`config.mk`:
```
export PLATFORM = sky130hd
export DESIGN_NAME = pge_ctrl
export DESIGN_NICKNAME = d
export VERILOG_FILES = /design/src/hw/rtl/pge_pkg.sv /design/src/hw/rtl/pge_ctrl.sv
export SDC_FILE = /design/constraint.sdc
export NUM_CORES = 1
export LEC_CHECK = 0
export BUFFER_PORTS_ARGS = -buffer_cell sky130_fd_sc_hd__buf_2
export CAP_MARGIN = 20
export CORE_MARGIN = 1
export CORE_UTILIZATION = 50
export DETAILED_ROUTE_END_ITERATION = 12
export PLACE_DENSITY = 0.77
export REMOVE_ABC_BUFFERS = 1
export SLEW_MARGIN = 5
export SYNTH_ARGS = -nofsm -noshare
export SYNTH_HDL_FRONTEND = slang
export SYNTH_SLANG_ARGS = --single-unit
```
`constraint.sdc`:
```
create_clock -name clk_i -period 2.1 [get_ports clk_i]
set_clock_uncertainty 0.15 [all_clocks]
set_input_delay 0 -clock clk_i [delete_from_list [all_inputs] [get_ports clk_i]]
set_output_delay 0 -clock clk_i [all_outputs]
set_load 0.05 [all_outputs]
```
`src/hw/rtl/pge_pkg.sv`:
```
// Shared types, widths and codes for the point-gravity Euler step core.
package pge_pkg;

  localparam int unsigned CFG_IDX_W = 4;
  localparam int unsigned MUL_A_W   = 96;
  localparam int unsigned MUL_B_W   = 34;
  localparam int unsigned MUL_P_W   = MUL_A_W + MUL_B_W;
  localparam int unsigned MUL_STEPS = MUL_B_W;
  localparam int unsigned MAG_W     = 33;
  localparam int unsigned DSQ_W     = 66;
  localparam int unsigned RAD_W     = 68;
  localparam int unsigned ROOT_W    = 34;
  localparam int unsigned REM_W     = 36;
  localparam int unsigned DEN_W     = 100;
  localparam int unsigned NUM_W     = 97;
  localparam int unsigned QUO_W     = 34;
  localparam int unsigned CNT_W     = 6;

  localparam logic [31:0] GRAV_COEF_RST    = 32'd1231190000;
  localparam logic [31:0] MIN_DIST_SQR_RST = 32'd42950;

  typedef enum logic [CFG_IDX_W-1:0] {
    REG_INIT_POS_X   = 4'd0,
    REG_INIT_POS_Y   = 4'd1,
    REG_INIT_POS_Z   = 4'd2,
    REG_INIT_VEL_X   = 4'd3,
    REG_INIT_VEL_Y   = 4'd4,
    REG_INIT_VEL_Z   = 4'd5,
    REG_GRAV_COEF    = 4'd6,
    REG_MIN_DIST_SQR = 4'd7
  } cfg_reg_e;

  typedef enum logic [1:0] {
    MUL_OP_SQR,
    MUL_OP_DT,
    MUL_OP_NUM
  } mul_op_e;

  typedef struct packed {
    logic [15:0]        step_time;
    logic signed [31:0] attractor_x;
    logic signed [31:0] attractor_y;
    logic signed [31:0] attractor_z;
    logic [47:0]        attractor_mass;
  } in_item_t;

  typedef struct packed {
    logic signed [31:0] pos_x_out;
    logic signed [31:0] pos_y_out;
    logic signed [31:0] pos_z_out;
    logic signed [31:0] vel_x_out;
    logic signed [31:0] vel_y_out;
    logic signed [31:0] vel_z_out;
    logic               step_skipped;
  } out_item_t;

  typedef struct packed {
    logic    capture;
    logic    lane_load;
    logic    aux_load;
    mul_op_e mul_op;
    logic    mul_step;
    logic    d_load;
    logic    root_load;
    logic    root_step;
    logic    div_load;
    logic    div_step;
    logic    vel_upd;
    logic    pos_mul;
    logic    pos_upd;
    logic    out_load;
  } pge_cmd_t;

  typedef struct packed {
    logic skip;
  } pge_stat_t;

endpackage

```
`src/hw/rtl/pge_ctrl.sv`:
```
// Sequencer that steps the datapath through the phases of one item.
module pge_ctrl (
  input  logic               clk_i,
  input  logic               rst_ni,
  input  logic               in_valid_i,
  output logic               in_ready_o,
  output logic               out_valid_o,
  input  logic               out_ready_i,
  output pge_pkg::pge_cmd_t  cmd_o,
  input  pge_pkg::pge_stat_t stat_i
);
  import pge_pkg::*;

  typedef enum logic [3:0] {
    ST_IDLE,
    ST_SQR,
    ST_SUM,
    ST_CHK,
    ST_ROOT,
    ST_PROD,
    ST_DIV,
    ST_VEL,
    ST_PMUL,
    ST_PADD,
    ST_FIN
  } state_e;

  state_e           state_q, state_d;
  logic [CNT_W-1:0] cnt_q, cnt_d;
  logic             out_valid_q, out_valid_d;
  logic             first;
  logic             last;

  assign first = cnt_q == '0;
  assign last  = cnt_q == CNT_W'(MUL_STEPS);

  always_comb begin
    cmd_o       = '0;
    cmd_o.mul_op = MUL_OP_SQR;
    state_d     = state_q;
    cnt_d       = cnt_q;
    in_ready_o  = 1'b0;
    case (state_q)
      ST_IDLE: begin
        in_ready_o = 1'b1;
        if (in_valid_i) begin
          cmd_o.capture = 1'b1;
          cnt_d         = '0;
          state_d       = ST_SQR;
        end
      end
      ST_SQR, ST_ROOT, ST_PROD, ST_DIV: begin
        cnt_d = last ? '0 : cnt_q + CNT_W'(1);
        case (state_q)
          ST_SQR: begin
            cmd_o.mul_op    = MUL_OP_SQR;
            cmd_o.lane_load = first;
            cmd_o.aux_load  = first;
            cmd_o.mul_step  = !first;
            if (last) state_d = ST_SUM;
          end
          ST_ROOT: begin
            cmd_o.mul_op    = MUL_OP_DT;
            cmd_o.aux_load  = first;
            cmd_o.root_load = first;
            cmd_o.mul_step  = !first;
            cmd_o.root_step = !first;
            if (last) state_d = ST_PROD;
          end
          ST_PROD: begin
            cmd_o.mul_op    = MUL_OP_NUM;
            cmd_o.lane_load = first;
            cmd_o.aux_load  = first;
            cmd_o.mul_step  = !first;
            if (last) state_d = ST_DIV;
          end
          default: begin
            cmd_o.div_load = first;
            cmd_o.div_step = !first;
            if (last) state_d = ST_VEL;
          end
        endcase
      end
      ST_SUM: begin
        cmd_o.d_load = 1'b1;
        state_d      = ST_CHK;
      end
      ST_CHK: begin
        state_d = stat_i.skip ? ST_FIN : ST_ROOT;
      end
      ST_VEL: begin
        cmd_o.vel_upd = 1'b1;
        state_d       = ST_PMUL;
      end
      ST_PMUL: begin
        cmd_o.pos_mul = 1'b1;
        state_d       = ST_PADD;
      end
      ST_PADD: begin
        cmd_o.pos_upd = 1'b1;
        state_d       = ST_FIN;
      end
      ST_FIN: begin
        // Wait until the result register is free before loading it.
        if (!out_valid_q || out_ready_i) begin
          cmd_o.out_load = 1'b1;
          state_d        = ST_IDLE;
        end
      end
      default: begin
        state_d = ST_IDLE;
      end
    endcase
    out_valid_d = cmd_o.out_load || (out_valid_q && !out_ready_i);
  end

  always_ff @(posedge clk_i or negedge rst_ni) begin
    if (!rst_ni) begin
      state_q     <= ST_IDLE;
      cnt_q       <= '0;
      out_valid_q <= 1'b0;
    end else begin
      state_q     <= state_d;
      cnt_q       <= cnt_d;
      out_valid_q <= out_valid_d;
    end
  end

  assign out_valid_o = out_valid_q;
endmodule

```
==> impl_results.md <==
- FFs w/ async S/R, synth: 1.00
- Worst min path class: primary input to flip-flop
- Post-CTS Setup Inserts: 0
- Worst Slack Setup Final: 163 ps
- Fin crit period: 1940 ps
- Setup Crit Path Kind: flip-flop to output port
- Seq cells post-synth: 11
- Clk Latency, worst-skew pair: 260 ps
- Die ar.: 1790 sq um
- Core Area: 1510 sq um
- Post-synth top area share: 0.338
- Final period utilization: 0.922
- N_diodes: 0
- Max-cap violations: 0
- Worst Path Required: 1950 ps
- Outcome: finished clean
- Worst setup EP type: output port
- Area grow syn2layout: 21.7%
- Leading cell type by number of instances after synthesis: dfrtp_1
- GR Overflow Total: 0
- Layout cells sized above 1: 0.242
- Number of global-route vias before repair: 764
- Sequential area share after synthesis: 0.338
- Worst path bufs/invs: 1
- Post-synth top area cell: dfrtp_1
- Max Transition Viols Final: 0
- CP Max Fanout: 13
- Critical path's largest stage delay: 590 ps
- Post-layout instance area: 990 sq um
- Clock transition at path regs: 70 ps
- Total GRT Usage: 0.238
- Die X-Extent: 42.3 um
- Mapped cell area: 813 sq um
- RePlAce Congestion: 0.796
- DP Wirelength: 1420 um
- Crit-path cells: nand2b_1, nor3_1, and2_1, buf_2
- Startpoint Class: flip-flop
- Fin nets: 133
- Worst vdd ir: 0.000980 V
- Leading cell types by total area after synthesis: dfrtp_1 34%, nor3_1 5.5%, o21ai_0 5.5%, ha_1 4.6%, nor2_1 4.6%
- Input/output buffers: 21
- Routed len/inst: 14.0 um
- # IOs: 22
- Reg2Reg Setup Slack: 350 ps
- Slew HR: 0.636
- ANT nets after route: 0
- Post-Layout Cell Count: 140
- Final wirelength: 1950 um
- Die Y: 42.3 um
- Final hold vios: 0
- Via density: 5.69
- Synth Warn #: 0
- Worst-Margin Slew: 544 ps
- Initial antenna violation count: 0
- PwrDens: 1480 nW/um^2
- PostCTS Resize Cnt: 0
- First-pass GRT wire length: 3240 um
- CP delay by family, top: simple AND/OR/NAND/NOR gates
- Commonest cells post-synth: 11 x dfrtp_1, 10 x nor2_1, 9 x nand2_1, 9 x nor3_1, 9 x o21ai_0
- Worst Path Arrival: 1790 ps
- Starting DRT DRC Count: 11
- Mapped Cells: 99
- Htree depth: 1
- Total power: 1.47 mW
- DP Cell Count: 132
- Pre-antenna DRT Iters: 4
- TritonCTS clock tree: done
- F_max: 0.516 GHz
- Max Buffers Root-to-Sink: 2
- EDFF count, synth: 0
- Syn_area_per_cell: 8.21 sq um
- Row count: 14
- Initial Util: 0.540
- Sink Count: 11
- Place WS: 364 ps
- Netlist cell types: 34
- Post-DP Area: 923 sq um
- Detailed-route DRC error count: 0
- Main flop type after synthesis: dfrtp_1
- Slowest CP cell: dfrtp_1
- RSZ-0062 raised after global routing: false
- P_leak: 0.478 nW
- Final setup viols: 0
- Finished Core Util: 0.657
- Cts bufs inserted: 3
- Largest net degree at the start of global routing: 14
- Clock Tree Root: clkbuf_4
- Vias: 797
[worst paths after layout]
kind,cells after the start,to,from
max in group asynchronous,3,cnt_q[0],rst_ni
setup reg to reg,6,cnt_q[5],cnt_q[0]
hold / removal,4,cnt_q[5],in_valid_i
hold reg to reg,1,cnt_q[5],cnt_q[5]
setup / recovery,4,cmd_o[6],state_q[2]
min in group asynchronous,3,out_valid_o,rst_ni
[timing repair]
action / CTS / global route
endpoints found under the hold margin: 15 / 0
hold buffers: 4 / 0
endpoints found under the setup margin: 0 / 0
[logic make-up after synthesis]
| logic type | count (synthesis) | share of synthesized area |
|---|---|---|
| and+or+nand+nor | 46 | 0.302 |
| adders and majority gates | 3 | 0.0462 |
| buffers and inverters | 9 | 0.0461 |
| AOI/OAI and AO/OA | 28 | 0.245 |
| muxes | 1 | 0.0123 |
| xor gates and xnor gates | 1 | 0.0108 |
| DFF | 11 | 0.338 |
[report_power, final]
group | internal [mW] | switching [mW] | leakage (nW)
combinational | 0.296 | 0.620 | 0.318
sequential | 0.275 | 0.135 | 0.144
clock | 0.0733 | 0.0702 | 0.0150
total | 0.644 | 0.825 | 0.478
[routing by layer]
| layer | part of all wire | routed length [um] | up-vias | track usage |
|---|---|---|---|---|
| met5 | 0 | 0 | - | 0 |
| met4 | 0.0046 | 9 | 0 | 0.100 |
| met3 | 0.024 | 46 | 2 | 0.0259 |
| met2 | 0.53 | 1030 | 16 | 0.415 |
| met1 | 0.44 | 865 | 378 | 0.294 |
| li1 | - | - | 401 | - |
[sequential cells by signal, summed over array words and instances (netlist names)]
name,cells
cnt_q,6
state_q,4
out_valid_o,1
[layout make-up]
cell class                      instances  area [sq um]
Clock buffer                            4          26.3
Fill cell                             123           517
Sequential cell                        11           275
Inverter                                4          15.0
Timing Repair Buffer                   26           153
Multi-Input combinational cell         79           500
Tap cell                               16          20.0
[through the flow]
step	setup TNS (ps)	hold slack [ps]
CTS	0	105
global placement	0	-259
finish	0	115
global route	0	146
floorplan	-2000	-446
detailed placement	0	-257
[cells in the final DEF (no fill, tap or decap), types with 2 or more instances in the layout]
cell type      count
buf_2             21
dfrtp_1           11
nor2_1            10
nor3_1             9
nand2_1            9
o21ai_0            9
nand2b_1           5
a21oi_1            5
inv_1              4
dlygate4sd3_1      4
and2_1             3
ha_1               3
clkbuf_4           3
o21a_1             2
o32ai_1            2
nand3_1            2
a31oi_1            2
[worst reg2reg max path, cell delays in order, from the launching register on]
cell      delay (ps)
dfrtp_1          410
inv_1             90
ha_1             190
and2_2           210
a221oi_4         340
a41oi_1          150
a31oi_1          150
(Power assumes the default switching activity.)
